==> config.mk <==
export PLATFORM = sky130hd
export DESIGN_NAME = substring_search_count_core_flat
export DESIGN_NICKNAME = d
export VERILOG_FILES = /design/src/ssc_pkg.sv /design/src/ssc_if.sv /design/src/substring_search_count_core.sv /design/src/flat_wrapper.sv
export SDC_FILE = /design/constraint.sdc
export NUM_CORES = 1
export LEC_CHECK = 0
export BUFFER_PORTS_ARGS = -buffer_cell sky130_fd_sc_hd__buf_2
export CAP_MARGIN = 20
export CORE_ASPECT_RATIO = 1.1
export CORE_UTILIZATION = 45
export CTS_CLUSTER_SIZE = 8
export DETAILED_ROUTE_END_ITERATION = 6
export MAX_ROUTING_LAYER = met4
export SLEW_MARGIN = 20
export SYNTH_ARGS = -nofsm -noshare
export SYNTH_HDL_FRONTEND = slang
export SYNTH_SLANG_ARGS = --single-unit
==> constraint.sdc <==
create_clock -name clk -period 6.7 [get_ports clk]
set_input_delay 1.005 -clock clk [delete_from_list [all_inputs] [get_ports clk]]
set_output_delay 1.005 -clock clk [all_outputs]
set_load 0.02 [all_outputs]
==> src/ssc_pkg.sv <==
// Shared types and constants for the substring search counter.
`default_nettype none
package ssc_pkg;

  localparam int TEXT_W     = 8;
  localparam int CFG_DATA_W = 64;
  localparam int LEN_CFG_W  = 4;
  localparam int OUT_W      = 16;

  typedef logic [TEXT_W-1:0]     text_t;
  typedef logic [OUT_W-1:0]      out_word_t;
  typedef logic [CFG_DATA_W-1:0] cfg_data_t;
  typedef logic [LEN_CFG_W-1:0]  len_cfg_t;

  // Configuration register indexes
  typedef enum logic [0:0] {
    CFG_PATTERN_BYTES  = 1'b0,
    CFG_PATTERN_LENGTH = 1'b1
  } cfg_reg_t;

endpackage : ssc_pkg
`default_nettype wire

==> src/ssc_if.sv <==
// Valid/ready channel interfaces for text requests and search results.
`default_nettype none
interface ssc_in_if
  import ssc_pkg::*;
();
  logic  valid;
  logic  ready;
  text_t text_byte;
  logic  is_last;

  modport source (output valid, text_byte, is_last, input ready);
  modport sink   (input valid, text_byte, is_last, output ready);
endinterface : ssc_in_if

interface ssc_out_if
  import ssc_pkg::*;
();
  logic      valid;
  logic      ready;
  logic      found;
  out_word_t first_index;
  out_word_t hit_total;

  modport source (output valid, found, first_index, hit_total, input ready);
  modport sink   (input valid, found, first_index, hit_total, output ready);
endinterface : ssc_out_if
`default_nettype wire

==> src/substring_search_count_core.sv <==
// Streaming substring search: first match offset and non-overlapping match count.
// A request carrying is_last is taken into the input register; its result is
//   then loaded into the result register, which drives the output.
// Throughput: one text byte per cycle; a last byte waits in the input register
//   only while an unread result still holds the output register.
// Reset (rst_n low, synchronous): pattern length 0, pattern 0, stream cleared.
`default_nettype none
module substring_search_count_core
  import ssc_pkg::*;
#(
  parameter int MAX_PATTERN_BYTES = 8,
  parameter int INDEX_BITS        = 16
) (
  input  wire            clk,
  input  wire            rst_n,
  ssc_in_if.sink         in_req,
  ssc_out_if.source      out_res,
  input  wire            cfg_we,
  input  wire cfg_reg_t  cfg_index,
  input  wire cfg_data_t cfg_wdata
);

  localparam int WIN_W = MAX_PATTERN_BYTES * TEXT_W;      // window and pattern width
  localparam int LEN_W = $clog2(MAX_PATTERN_BYTES + 1);   // clamped length width
  localparam int CMP_W = (INDEX_BITS > OUT_W) ? INDEX_BITS : OUT_W;

  typedef logic [INDEX_BITS-1:0] idx_t;

  // Clamp an index value to the 16-bit output range.
  function automatic out_word_t clamp_out(input idx_t v);
    if (CMP_W'(v) > CMP_W'({OUT_W{1'b1}})) begin
      return {OUT_W{1'b1}};
    end
    return OUT_W'(v);
  endfunction

  // ---------------------------------------------------------------------------
  // Configuration registers
  // ---------------------------------------------------------------------------
  logic [WIN_W-1:0] pattern_r;
  len_cfg_t         pattern_len_r;

  always_ff @(posedge clk) begin
    if (!rst_n) begin
      pattern_r     <= '0;
      pattern_len_r <= '0;
    end else if (cfg_we) begin
      unique case (cfg_index)
        CFG_PATTERN_BYTES:  pattern_r     <= cfg_wdata[WIN_W-1:0];
        CFG_PATTERN_LENGTH: pattern_len_r <= cfg_wdata[LEN_CFG_W-1:0];
        default: ;
      endcase
    end
  end

  // Lengths above the window depth act as the full window.
  logic [LEN_W-1:0] len_c;
  assign len_c = (pattern_len_r > LEN_CFG_W'(MAX_PATTERN_BYTES))
                 ? LEN_W'(MAX_PATTERN_BYTES) : LEN_W'(pattern_len_r);

  // ---------------------------------------------------------------------------
  // Input register
  // ---------------------------------------------------------------------------
  logic  s1_v_r;
  text_t s1_byte_r;
  logic  s1_last_r;
  logic  out_v_r;
  logic  advance;
  logic  in_fire;

  // A non-last byte never needs the result register, so it always moves on.
  assign advance = s1_v_r && (!s1_last_r || !out_v_r || out_res.ready);
  assign in_req.ready = !s1_v_r || advance;
  assign in_fire = in_req.valid && in_req.ready;

  always_ff @(posedge clk) begin
    if (!rst_n) begin
      s1_v_r <= 1'b0;
    end else if (in_req.ready) begin
      s1_v_r <= in_req.valid;
    end
  end

  always_ff @(posedge clk) begin
    if (in_fire) begin
      s1_byte_r <= in_req.text_byte;
      s1_last_r <= in_req.is_last;
    end
  end

  // ---------------------------------------------------------------------------
  // Search stage: window shift, parallel compare, counter update
  // ---------------------------------------------------------------------------
  logic [WIN_W-1:0] window_r, window_nxt;
  idx_t             pos_r, pos_nxt;
  logic             seen_r, seen_nxt;
  idx_t             first_r, first_nxt;
  idx_t             count_r, count_nxt;
  logic [LEN_W-1:0] ob_r, ob_nxt;

  logic [INDEX_BITS:0]        pos_plus1;
  logic [MAX_PATTERN_BYTES-1:0] len_hit;
  logic                       sel_hit;
  logic                       hit;

  // Newest byte lands in the low byte.
  assign window_nxt = WIN_W'({window_r, s1_byte_r});
  assign pos_plus1  = {1'b0, pos_r} + (INDEX_BITS+1)'(1);

  // len_hit[l-1]: newest l window bytes equal the first l pattern bytes.
  always_comb begin
    len_hit = '1;
    for (int l = 1; l <= MAX_PATTERN_BYTES; l++) begin
      for (int k = 0; k < l; k++) begin
        if (pattern_r[TEXT_W*k +: TEXT_W] != window_nxt[TEXT_W*(l-1-k) +: TEXT_W]) begin
          len_hit[l-1] = 1'b0;
        end
      end
    end
  end

  always_comb begin
    sel_hit = 1'b0;
    for (int l = 1; l <= MAX_PATTERN_BYTES; l++) begin
      if (len_c == LEN_W'(l)) begin
        sel_hit = len_hit[l-1];
      end
    end
  end

  // Needs at least len bytes of this text.
  assign hit = (len_c != '0) && (pos_plus1 >= (INDEX_BITS+1)'(len_c)) && sel_hit;

  always_comb begin
    seen_nxt  = seen_r;
    first_nxt = first_r;
    count_nxt = count_r;
    ob_nxt    = ob_r;
    pos_nxt   = pos_r;

    if (hit && !seen_r) begin
      seen_nxt  = 1'b1;
      first_nxt = INDEX_BITS'(pos_plus1 - (INDEX_BITS+1)'(len_c));
    end

    // Greedy non-overlapping count: block len-1 bytes after a counted match.
    if (ob_r != '0) begin
      ob_nxt = ob_r - LEN_W'(1);
    end else if (hit) begin
      if (count_r != '1) begin
        count_nxt = count_r + INDEX_BITS'(1);
      end
      ob_nxt = len_c - LEN_W'(1);
    end

    if (pos_r != '1) begin
      pos_nxt = INDEX_BITS'(pos_plus1);
    end
  end

  always_ff @(posedge clk) begin
    if (!rst_n) begin
      window_r <= '0;
      pos_r    <= '0;
      seen_r   <= 1'b0;
      first_r  <= '0;
      count_r  <= '0;
      ob_r     <= '0;
    end else if (advance) begin
      if (s1_last_r) begin
        // end of text: clear for the next one
        window_r <= '0;
        pos_r    <= '0;
        seen_r   <= 1'b0;
        first_r  <= '0;
        count_r  <= '0;
        ob_r     <= '0;
      end else begin
        window_r <= window_nxt;
        pos_r    <= pos_nxt;
        seen_r   <= seen_nxt;
        first_r  <= first_nxt;
        count_r  <= count_nxt;
        ob_r     <= ob_nxt;
      end
    end
  end

  // ---------------------------------------------------------------------------
  // Result register
  // ---------------------------------------------------------------------------
  logic      out_found_r;
  out_word_t out_first_r;
  out_word_t out_count_r;

  always_ff @(posedge clk) begin
    if (!rst_n) begin
      out_v_r <= 1'b0;
    end else if (advance && s1_last_r) begin
      out_v_r <= 1'b1;
    end else if (out_res.ready) begin
      out_v_r <= 1'b0;
    end
  end

  always_ff @(posedge clk) begin
    if (advance && s1_last_r) begin
      out_found_r <= seen_nxt;
      out_first_r <= seen_nxt ? clamp_out(first_nxt) : '0;
      out_count_r <= clamp_out(count_nxt);
    end
  end

  assign out_res.valid       = out_v_r;
  assign out_res.found       = out_found_r;
  assign out_res.first_index = out_first_r;
  assign out_res.hit_total   = out_count_r;

  // ---------------------------------------------------------------------------
  // Assertions
  // ---------------------------------------------------------------------------
  a_notfound_zero: assert property (@(posedge clk) disable iff (!rst_n)
    out_v_r && !out_found_r |-> out_count_r == '0 && out_first_r == '0)
    else $error("result without match carries nonzero index or count");

  a_found_counted: assert property (@(posedge clk) disable iff (!rst_n)
    out_v_r && out_found_r |-> out_count_r != '0)
    else $error("first match was not counted");

  a_state_clean: assert property (@(posedge clk) disable iff (!rst_n)
    !seen_r |-> count_r == '0 && first_r == '0)
    else $error("count or offset set before any match");

  a_last_loads: assert property (@(posedge clk) disable iff (!rst_n)
    advance && s1_last_r |=> out_v_r)
    else $error("last byte retired without a result");

  a_block_range: assert property (@(posedge clk) disable iff (!rst_n)
    ob_r < LEN_W'(MAX_PATTERN_BYTES))
    else $error("overlap block beyond pattern length");

endmodule : substring_search_count_core
`default_nettype wire
==> src/flat_wrapper.sv <==
// flat-port wrapper written by rule: the top's interface ports become plain ports
module substring_search_count_core_flat import ssc_pkg::*;
#(
  parameter int MAX_PATTERN_BYTES = 8,
  parameter int INDEX_BITS        = 16
)
  (clk, rst_n, cfg_we, cfg_index, cfg_wdata, in_req_valid, in_req_text_byte, in_req_is_last, in_req_ready, out_res_valid, out_res_found, out_res_first_index, out_res_hit_total, out_res_ready);
  ssc_in_if in_req_i ();
  ssc_out_if out_res_i ();
  input  wire clk;
  input  wire rst_n;
  input  wire cfg_we;
  input  wire cfg_reg_t cfg_index;
  input  wire cfg_data_t cfg_wdata;
  input wire logic [$bits(in_req_i.valid)-1:0] in_req_valid;
  input wire logic [$bits(in_req_i.text_byte)-1:0] in_req_text_byte;
  input wire logic [$bits(in_req_i.is_last)-1:0] in_req_is_last;
  output wire logic [$bits(in_req_i.ready)-1:0] in_req_ready;
  output wire logic [$bits(out_res_i.valid)-1:0] out_res_valid;
  output wire logic [$bits(out_res_i.found)-1:0] out_res_found;
  output wire logic [$bits(out_res_i.first_index)-1:0] out_res_first_index;
  output wire logic [$bits(out_res_i.hit_total)-1:0] out_res_hit_total;
  input wire logic [$bits(out_res_i.ready)-1:0] out_res_ready;
  assign in_req_i.valid = in_req_valid;
  assign in_req_i.text_byte = in_req_text_byte;
  assign in_req_i.is_last = in_req_is_last;
  assign in_req_ready = in_req_i.ready;
  assign out_res_valid = out_res_i.valid;
  assign out_res_found = out_res_i.found;
  assign out_res_first_index = out_res_i.first_index;
  assign out_res_hit_total = out_res_i.hit_total;
  assign out_res_i.ready = out_res_ready;
  substring_search_count_core #(.MAX_PATTERN_BYTES(MAX_PATTERN_BYTES), .INDEX_BITS(INDEX_BITS)) u_core (.clk(clk), .rst_n(rst_n), .in_req(in_req_i), .out_res(out_res_i), .cfg_we(cfg_we), .cfg_index(cfg_index), .cfg_wdata(cfg_wdata));
endmodule
=== Word level (Yosys, flattened, before mapping) ===
Index checks and enable logic that the tools add are counted.

* Register bits: 221
* Bits of input ports: 79
* Logic and storage cells: 162

* $add $sub $neg: 5
* Order comparisons: 4
* Equal/unequal tests: 46
* Multiplexer cells: 69
* Bitwise operators: 1
* Reduce and logical (&&, ||, !) cells: 22

{| class="wikitable"
|+ Operators with widths
! kind !! number
|-
| 8-bit inequality test || 36
|-
| 16-bit 2-to-1 mux || 12
|-
| 56-bit 2-to-1 mux || 1
|-
| 1-bit 2-to-1 mux || 52
|-
| 16-bit greater-than comparator (second input constant) || 2
|-
| 16-bit inequality test (second input constant) || 2
|-
| 16-bit by 1-bit adder with 17-bit output (second input constant) || 1
|-
| 17-bit by 4-bit greater-or-equal comparator with 1-bit output || 1
|-
| 16-bit by 1-bit adder with 16-bit output (second input constant) || 1
|-
| 4-bit by 3-bit == test with 1-bit output (second input constant) || 4
|-
| 4-bit 2-to-1 mux || 4
|-
| 16-bit by 4-bit subtractor with 16-bit output || 1
|-
| 4-bit by 2-bit == test with 1-bit output (second input constant) || 2
|-
| 2-bit AND reduction || 4
|-
| 4-bit nonzero test || 2
|-
| 4-bit by 1-bit subtractor with 4-bit output (second input constant) || 2
|-
| 1-bit logical AND || 6
|-
| 4-bit by 1-bit == test with 1-bit output (second input constant) || 1
|-
| 4-bit == test (second input constant) || 1
|-
| 4-bit greater-than comparator (second input constant) || 1
|-
| 1-bit zero test || 4
|-
| 2-bit nonzero test || 2
|-
| 1-bit logical OR || 3
|-
| 3-bit nonzero test || 1
|-
| 1-bit NOT || 1
|}

=== Longest topological paths before layout ===
Gate-level depths: netlist (run 1).

* Word-level depth: 18
* Mapped depth: 16

=== Worst setup path before layout (run 1) ===
No wires, ideal clock.

* Kind: register to register
* Start: register u_core.pos_r[0]
* End: register u_core.out_count_r[12], in the netlist u_core.out_res.hit_total[12] (data pin)
* Setup time: 0.260 ns
* Data arrival time: 3.249 ns
* Data required time: 6.440 ns
* Path slack: 3.192 ns
* Stages on the path, launching flop included: 15
* Path buffers: 2
* Cell sequence: dfxtp_1 -> ha_1 -> clkbuf_1 -> xor2_1 -> ha_1 -> o21a_1 -> o31a_1 -> a2111oi_4 -> nand3_1 -> nor4_4 -> nor2_1 -> nand2_1 -> buf_4 -> nor3_1 -> mux2_2

* Word-level cells in the longest chain between the ends: 10

{| class="wikitable"
|+ RTL lines
! item !! RTL line !! text
|-
| start: declaration || substring_search_count_core.sv:95 || <nowiki>idx_t pos_r, pos_nxt;</nowiki>
|-
| start signal: assignment || substring_search_count_core.sv:180 || <nowiki>pos_r <= pos_nxt;</nowiki>
|-
| 16-bit by 1-bit adder with 17-bit output * || substring_search_count_core.sv:108 || <nowiki>assign pos_plus1 = {1'b0, pos_r} + (INDEX_BITS+1)'(1);</nowiki>
|-
| 17-bit by 4-bit greater-or-equal comparator with 1-bit output * || substring_search_count_core.sv:132 || <nowiki>assign hit = (len_c != '0) && (pos_plus1 >= (INDEX_BITS+1)'(len_c)) && sel_hit;</nowiki>
|-
| 1-bit logical AND * (2 in a row) || substring_search_count_core.sv:132 ||
|-
| 16-bit 2-to-1 mux * || substring_search_count_core.sv:149 || <nowiki>end else if (hit) begin</nowiki>
|-
| 16-bit 2-to-1 mux * || substring_search_count_core.sv:147 || <nowiki>if (ob_r != '0) begin</nowiki>
|-
| net u_core.count_nxt[12] || substring_search_count_core.sv:98 || <nowiki>idx_t count_r, count_nxt;</nowiki>
|-
| 16-bit greater-than comparator || substring_search_count_core.sv:31 || <nowiki>if (CMP_W'(v) > CMP_W'({OUT_W{1'b1}})) begin</nowiki>
|-
| 1-bit 2-to-1 mux || substring_search_count_core.sv:31 ||
|-
| 1-bit 2-to-1 mux || substring_search_count_core.sv:207 || <nowiki>if (advance && s1_last_r) begin</nowiki>
|-
| 16-bit 2-to-1 mux * || substring_search_count_core.sv:34 || <nowiki>return OUT_W'(v);</nowiki>
|-
| end signal: assignment || substring_search_count_core.sv:210 || <nowiki>out_count_r <= clamp_out(count_nxt);</nowiki>
|-
| end: declaration || substring_search_count_core.sv:194 || <nowiki>out_word_t out_count_r;</nowiki>
|}

The timed path passes the listed nets; every way through them passes the cells marked *. The select of a mux whose other input is x is not followed.
A chain may end at the register's enable or synchronous reset.

=== Worst setup path after layout (run 1) ===
* Start: register u_core.pattern_len_r[2]
* End: register u_core.out_count_r[15], in the netlist u_core.out_res.hit_total[15] (data pin)

* Word-level cells in the longest chain between the ends: 18

{| class="wikitable"
|+ RTL lines
! item !! RTL line !! text
|-
| start: declaration || substring_search_count_core.sv:41 || <nowiki>len_cfg_t pattern_len_r;</nowiki>
|-
| start signal: assignment || substring_search_count_core.sv:50 || <nowiki>CFG_PATTERN_LENGTH: pattern_len_r <= cfg_wdata[LEN_CFG_W-1:0];</nowiki>
|-
| 4-bit greater-than comparator || substring_search_count_core.sv:58 || <nowiki>assign len_c = (pattern_len_r > LEN_CFG_W'(MAX_PATTERN_BYTES))</nowiki>
|-
| 4-bit 2-to-1 mux * || substring_search_count_core.sv:59 || <nowiki>? LEN_W'(MAX_PATTERN_BYTES) : LEN_W'(pattern_len_r);</nowiki>
|-
| 4-bit by 1-bit == test with 1-bit output || substring_search_count_core.sv:125 || <nowiki>if (len_c == LEN_W'(l)) begin</nowiki>
|-
| 1-bit 2-to-1 mux (8 in a row) || substring_search_count_core.sv:125 ||
|-
| 1-bit logical AND * || substring_search_count_core.sv:132 ||
|-
| 16-bit 2-to-1 mux * || substring_search_count_core.sv:149 ||
|-
| 16-bit 2-to-1 mux * || substring_search_count_core.sv:147 ||
|-
| net u_core.count_nxt[15] || substring_search_count_core.sv:98 ||
|-
| 16-bit greater-than comparator || substring_search_count_core.sv:31 ||
|-
| 1-bit 2-to-1 mux || substring_search_count_core.sv:31 ||
|-
| 1-bit 2-to-1 mux || substring_search_count_core.sv:207 ||
|-
| 16-bit 2-to-1 mux * || substring_search_count_core.sv:34 ||
|}

Marked as above.

==> flow_summary_export.csv, run 1 <==
group,metric,value,unit
logic_synthesis,yosysSeqAreaShare,0.357,
clock_tree,clkTransAtPathRegs,0.05,ns
clock_tree,post-cts-setup-buffers,0,
sta,clock_skew,0.0204,ns
floorplan,fp.dieW,168,um
clock_tree,clk_latency,0.57,ns
clock_tree,cts.sinks,221,
logic_synthesis,syn_nets,1717,
power_and_ir_drop,p_seq_frac,0.456,
critical_path,worst_setup_path_end_kind,"register",
logic_synthesis,yosys_warnings,0,
grt,grt_max_degree,80,
clock_tree,cts_tree,"built",
logic_synthesis,synth_area,0.0136,mm2
hold_path,worstHoldPathCells,2,
clock_tree,ctsResizeCount,0,
critical_path,critical_path_class,"reg2reg",
power_and_ir_drop,peakVddDrop,0.000153,V
grt,track_usage,0.288,
place,place_area,0.0140,mm2
power_and_ir_drop,swShare,0.263,
logic_synthesis,synth-edff-count,42,
route,drt_wl_total,42600,um
grt,grt_first_pass_wirelength,66400,um
route,via_count,11308,
floorplan,core,0.0296,mm2
route,post_drt_wl_per_cell,21.3,um
power_and_ir_drop,p_int,2.38,mW
hold_path,whs_endpoint,"u_core.window_r[48]$_SDFFE_PN0P_",
sta,slew_violations,0,
logic_synthesis,synth_seq_cells,221,
hold_path,min_from,"u_core.window_r[48]$_SDFFE_PN0P_",
critical_path,rrSetupSlack,2.27,ns
cells_and_area,fin_area,0.0149,mm2
sta,fin_ws,2.27,ns
clock_tree,numCtsBuffers,31,
cells_and_area,drive_above_1_share,0.116,
cells_and_area,antennaDiodeCount,0,
sta,finalHoldViolCount,0,
power_and_ir_drop,p_per_area,217,mW/mm2
critical_path,critPathArrivalTime,4.73,ns
critical_path,critPathLaunchType,"register",
sta,fin_crit_sh,0.661,
place,numPortBuffers,113,
critical_path,critPathRequiredTime,7.00,ns
clock_tree,htree_levels,1,
route,dr.pass1.iters,5,
power_and_ir_drop,p_leak,6.26,nW
floorplan,rows,66,
sta,timing.fmax,226,MHz
cells_and_area,nets,1702,
sta,min_period,4.43,ns
route,vias_per_cell,5.66,
logic_synthesis,avgSynthCellArea,8.35,um2
critical_path,reg2reg_from,"u_core.pattern_len_r[2]$_SDFFE_PN0P_",
floorplan,start_util,0.458,
sta,hold_slack,0.473,ns
clock_tree,clockBufferDepth,3,
grt,grt_antenna_before_repair,0,
floorplan,die-area,0.0308,mm2
sta,worstMarginPinSlew,0.959,ns
power_and_ir_drop,switching_power,0.847,mW
route,ant_nets,0,
logic_synthesis,synth_flop_cell,"dfxtp_1",
logic_synthesis,synth_async_sr_flop_share,0,
sta,max_slew_margin,0.359,
critical_path,r2r-end,"u_core.out_res.hit_total[15]$_DFFE_PP_",
hold_path,hold_class,"reg2reg",
cells_and_area,syn_to_final_growth,9.75,%
place,place_congestion,1.02,
sta,tns,0,ns
power_and_ir_drop,clkPwrFrac,0.435,
place,dp_hpwl,30300,um
sta,rsz0062_at_grt,"false",
clock_tree,clockRootBuffer,"clkbuf_16",
place,pre_cts_slack,2.22,ns
critical_path,r2r_cells,13,
sta,setup_viol,0,
logic_synthesis,synth_cells,1625,
route,drtIter0Drc,849,
floorplan,die_h,184,um
grt,grt_overflow,0,
clock_tree,cts_hold_buf,0,
power_and_ir_drop,comb_power_share,0.108,
job,drv_cap,0,
logic_synthesis,synthDistinctLibCells,64,
floorplan,pin_count,114,
outcome,outcome,"completed",
grt,grt_pass1_vias,11091,
critical_path,crit_fanout,45,
route,drc,0,
## registers in the layout, indices dropped and copies added, names as in the netlist, 4 cells and up
| register | flops |
|---|---|
| u_core.pattern_r | 64 |
| u_core.window_r | 56 |
| u_core.count_r | 16 |
| u_core.first_r | 16 |
| u_core.out_res.first_index | 16 |
| u_core.out_res.hit_total | 16 |
| u_core.pos_r | 16 |
| u_core.s1_byte_r | 8 |
| u_core.ob_r | 4 |
| u_core.pattern_len_r | 4 |
## synth_stat cells (all sizes together), types with 2 or more instances
cell type,instances,area share
edfxtp,42,0.093
or2,3,0.0014
o211ai,20,0.011
and2,13,0.0060
clkbuf,131,0.036
a21o,3,0.0017
a31oi,9,0.0042
dfxtp,179,0.26
nand3,90,0.034
o41ai,3,0.0019
nor2b,15,0.0069
a21boi,128,0.071
xor2,245,0.16
a22oi,4,0.0022
o31a,2,0.0013
nand2,264,0.073
nor3,29,0.011
ha,12,0.011
nand4,38,0.018
nor4,67,0.034
or3,7,0.0043
nand2b,4,0.0018
a31o,4,0.0026
or4,7,0.0039
inv,17,0.0047
o21bai,2,0.0011
o21a,3,0.0017
mux2i,4,0.0030
and3,8,0.0037
a21oi,17,0.0063
o31ai,24,0.013
nor2,40,0.011
mux2,4,0.0033
buf,41,0.014
o21ai,48,0.019
xnor2,78,0.052
nor4b,2,0.0013
## power groups by stage
| stage | logic (mW) | registers, mW | clock network, mW |
|---|---|---|---|
| floorplan | 0.284 | 1.43 | 0 |
| global placement | 0.347 | 1.50 | 0 |
| detailed placement | 0.348 | 1.50 | 0 |
| CTS | 0.350 | 1.47 | 1.44 |
| global route | 0.384 | 1.47 | 1.49 |
| finish | 0.350 | 1.47 | 1.40 |
## cells in the final DEF (no fill, tap or decap), drive strengths merged, types with 8 or more instances in the layout
master and count:
nor4 67, a21oi 17, inv 18, a31oi 9, o31ai 24, buf 124, xnor2 78, nand4 38
nand3 90, nor3 29, clkbuf 47, and3 8, xor2 245, dfxtp 179, nand2 264, o21ai 48
edfxtp 42, o211ai 20, and2 13, nor2 40, nor2b 15, ha 12, a21boi 128
## metrics by stage
step                power, mW  utilization  cells
global placement         1.84        0.473   1951
floorplan                1.71            -   1625
detailed placement       1.84        0.473   1951
global route             3.35        0.502   1999
CTS                      3.26        0.502   1999
finish                   3.22        0.502   1999
## critical path, stage by stage, from the launching register on
cell       delay (ns)
dfxtp_1          0.43
nor2b_1          0.42
inv_1            0.14
ha_1             0.38
o21a_1           0.20
o31a_1           0.15
a2111oi_4        0.55
nand3_1          0.24
nor4_4           0.45
nor2_1           0.13
nand2_1          0.21
buf_4            0.43
nor3_1           0.14
mux2_2           0.29
## cell families (layout without fill, tap and decap cells)
group | Yosys count | after routing | synth area share
AND/OR/NAND/NOR | 592 | 592 | 0.213
XOR/XNOR | 323 | 323 | 0.210
AO/OA/AOI/OAI | 278 | 278 | 0.145
flip-flops | 221 | 221 | 0.357
buffers and inverters | 190 | 190 | 0.0554
adder cells (fa/ha/maj) | 13 | 13 | 0.0125
multiplexers | 8 | 8 | 0.00627
## routing by layer
layer,wire (um),up-vias,track usage
met5,0,-,-
met4,1730,0,0.114
met3,2300,106,0.0380
met2,20200,374,0.484
met1,18400,5317,0.350
li1,-,5511,-
## worst max path at each step
stage / slack (ns) / end / depth (start not counted) / startpoint
CTS: 2.20 / u_core.out_res.hit_total[15]$_DFFE_PP_ / 10 / u_core.pos_r[0]$_SDFFE_PN0P_
floorplan: 3.19 / u_core.out_res.hit_total[12]$_DFFE_PP_ / 14 / u_core.pos_r[0]$_SDFFE_PN0P_
global route: 1.88 / u_core.out_res.hit_total[15]$_DFFE_PP_ / 13 / u_core.pattern_len_r[2]$_SDFFE_PN0P_
global placement: 2.39 / u_core.out_res.hit_total[12]$_DFFE_PP_ / 10 / u_core.pos_r[0]$_SDFFE_PN0P_
finish: 2.27 / u_core.out_res.hit_total[15]$_DFFE_PP_ / 13 / u_core.pattern_len_r[2]$_SDFFE_PN0P_
detailed placement: 2.22 / u_core.out_res.hit_total[15]$_DFFE_PP_ / 10 / u_core.pos_r[0]$_SDFFE_PN0P_
## layout make-up
class                      count  area [um2]
fill                        2817       14800
clock buffer                  47         846
clock inverter                 1        8.76
tap                          374         468
timing repair buffer         124         651
inverter                      18        67.6
multi-input combinational   1214        8000
sequential                   221        4850
Power figures use the tool's default switching activity.
==> inputs of run 2 (changes only) <==
- clock period: 6.7 -> 4.42 ns (I/O delays scaled with it)
==> run 2 against run 1 <==
  * Die area unchanged
  * Cell area up 2.0%
  * Count of clock-buffer cells in the layout unchanged
  * Largest cell class unchanged
  * Highest routed layer unchanged
==> flow_summary_export.csv, run 2 (synthesized netlist as in run 1, its figures left out) <==
group,metric,value,unit
route,post_drt_wl_per_cell,21.4,um
place,dp_hpwl,31600,um
cells_and_area,seqCellArea,0.00485,mm2
route,vias_per_cell,5.73,
grt,grt_overflow,0,
clock_tree,cts_hold_buf,0,
place,place_congestion,1.08,
sta,slew_violations,0,
clock_tree,numCtsBuffers,31,
cells_and_area,fin_cells,2035,
floorplan,core,0.0296,mm2
clock_tree,post-cts-setup-buffers,0,
clock_tree,clockRootBuffer,"clkbuf_16",
grt,track_usage,0.294,
route,drt_wl_total,43500,um
critical_path,crit_fanout,40,
cells_and_area,multi_input_area,0.00799,mm2
floorplan,fp.dieW,168,um
cells_and_area,fin_area,0.0152,mm2
route,ant_nets,0,
critical_path,worst_setup_path_end_kind,"register",
floorplan,pin_count,114,
cells_and_area,syn_to_final_growth,11.9,%
critical_path,critPathArrivalTime,4.37,ns
grt,grt_max_degree,77,
route,drtIter0Drc,963,
sta,fin_crit_sh,0.891,
clock_tree,cts_tree,"built",
route,via_count,11670,
power_and_ir_drop,p_leak,6.46,nW
sta,tns,0,ns
power_and_ir_drop,p_per_area,324,mW/mm2
floorplan,die_h,184,um
clock_tree,cts.sinks,221,
outcome,outcome,"completed",
sta,finalHoldViolCount,0,
sta,min_period,3.94,ns
cells_and_area,reg_top3,"u_core.pattern_r: 64 flops, u_core.window_r: 56 flops",
floorplan,die-area,0.0308,mm2
clock_tree,ctsResizeCount,0,
grt,grt_pass1_vias,11337,
cells_and_area,drive_above_1_share,0.135,
cells_and_area,layout_common_cells,"nand2_1, xor2_1, dfxtp_1",
clock_tree,htree_levels,1,
sta,hold_slack,0.286,ns
place,place_area,0.0143,mm2
sta,clock_skew,0.0218,ns
power_and_ir_drop,report.power.total,4.91,mW
sta,timing.fmax,254,MHz
power_and_ir_drop,peakVddDrop,0.000223,V
cells_and_area,antennaDiodeCount,0,
critical_path,rrSetupSlack,0.48,ns
critical_path,critPathLaunchType,"register",
hold_path,hold_class,"in2reg",
cells_and_area,regMostFlops,"u_core.pattern_r",
grt,grt_antenna_before_repair,0,
sta,rsz0062_at_grt,"false",
cells_and_area,layout_commonest_cell,"nand2_1",
cells_and_area,fillers,2843,
cells_and_area,nets,1738,
floorplan,rows,66,
place,place_inst,1986,
clock_tree,clk_latency,0.56,ns
route,dr.pass1.iters,7,
sta,worstMarginPinSlew,0.987,ns
grt,grt_first_pass_wirelength,67800,um
floorplan,start_util,0.458,
job,drv_cap,0,
clock_tree,clockBufferDepth,3,
place,numPortBuffers,113,
sta,max_slew_margin,0.340,
sta,setup_viol,0,
critical_path,critPathRequiredTime,4.85,ns
clock_tree,clkTransAtPathRegs,0.05,ns
cells_and_area,largest_reg_flops,64,
critical_path,critical_path_class,"reg2reg",
route,drc,0,
-- run 2: cell types whose count changed in the layout (fill, tap and decap cells not counted), sizes merged --
cell	change
buf	+36
-- run 2: path summary, 6_finish.rpt --
check                                   start                          endpoint  cells after the start
min reg2reg  u_core.window_r[48]$_SDFFE_PN0P_  u_core.window_r[48]$_SDFFE_PN0P_                      2
max              u_core.pos_r[0]$_SDFFE_PN0P_   u_core.first_r[10]$_SDFFE_PN0P_                     14
min                       in_req_text_byte[5]     u_core.s1_byte_r[5]$_DFFE_PP_                      1
max reg2reg      u_core.pos_r[0]$_SDFFE_PN0P_   u_core.first_r[10]$_SDFFE_PN0P_                     14
-- run 2: where the power goes --
group	switching (mW)	internal, mW	total [mW]
Clock	0.841	1.29	2.13
Combinational	0.340	0.235	0.575
Sequential	0.110	2.10	2.21
Total	1.29	3.62	4.91
-- run 2: worst max-delay path, stage by stage, from the launching register on --
cell	delay [ns]
dfxtp_1	0.43
ha_1	0.33
xor2_1	0.17
ha_1	0.30
o21a_1	0.21
o31a_1	0.15
a2111oi_4	0.33
buf_4	0.20
nand3_1	0.13
nor4_4	0.45
nor2_1	0.13
nand2_1	0.38
buf_12	0.26
or3_4	0.23
o21ai_0	0.11
-- run 2: per-layer routing --
metal | track usage | share of wire | vias to the layer above
met5 | - | 0 | -
met4 | 0.140 | 0.049 | 0
met3 | 0.0311 | 0.057 | 139
met2 | 0.489 | 0.47 | 455
met1 | 0.357 | 0.43 | 5481
li1 | - | - | 5595
-- run 2: per-stage QoR --
step,utilization,worst slack [ns]
final,0.512,0.480
after global routing,0.512,0.207
after CTS,0.511,0.508
after detailed placement,0.482,0.528
after global placement,0.482,0.623
after floorplan,-,0.912
-- run 2: area by class of cell --
| class | count | share of cell area |
|---|---|---|
| Multi-Input combinational cell | 1214 | 0.527 |
| Tap cell | 374 | 0.0308 |
| Clock buffer | 47 | 0.0557 |
| Inverter | 18 | 0.00445 |
| Timing Repair Buffer | 160 | 0.0623 |
| Clock inverter | 1 | 0.000577 |
| Sequential cell | 221 | 0.319 |
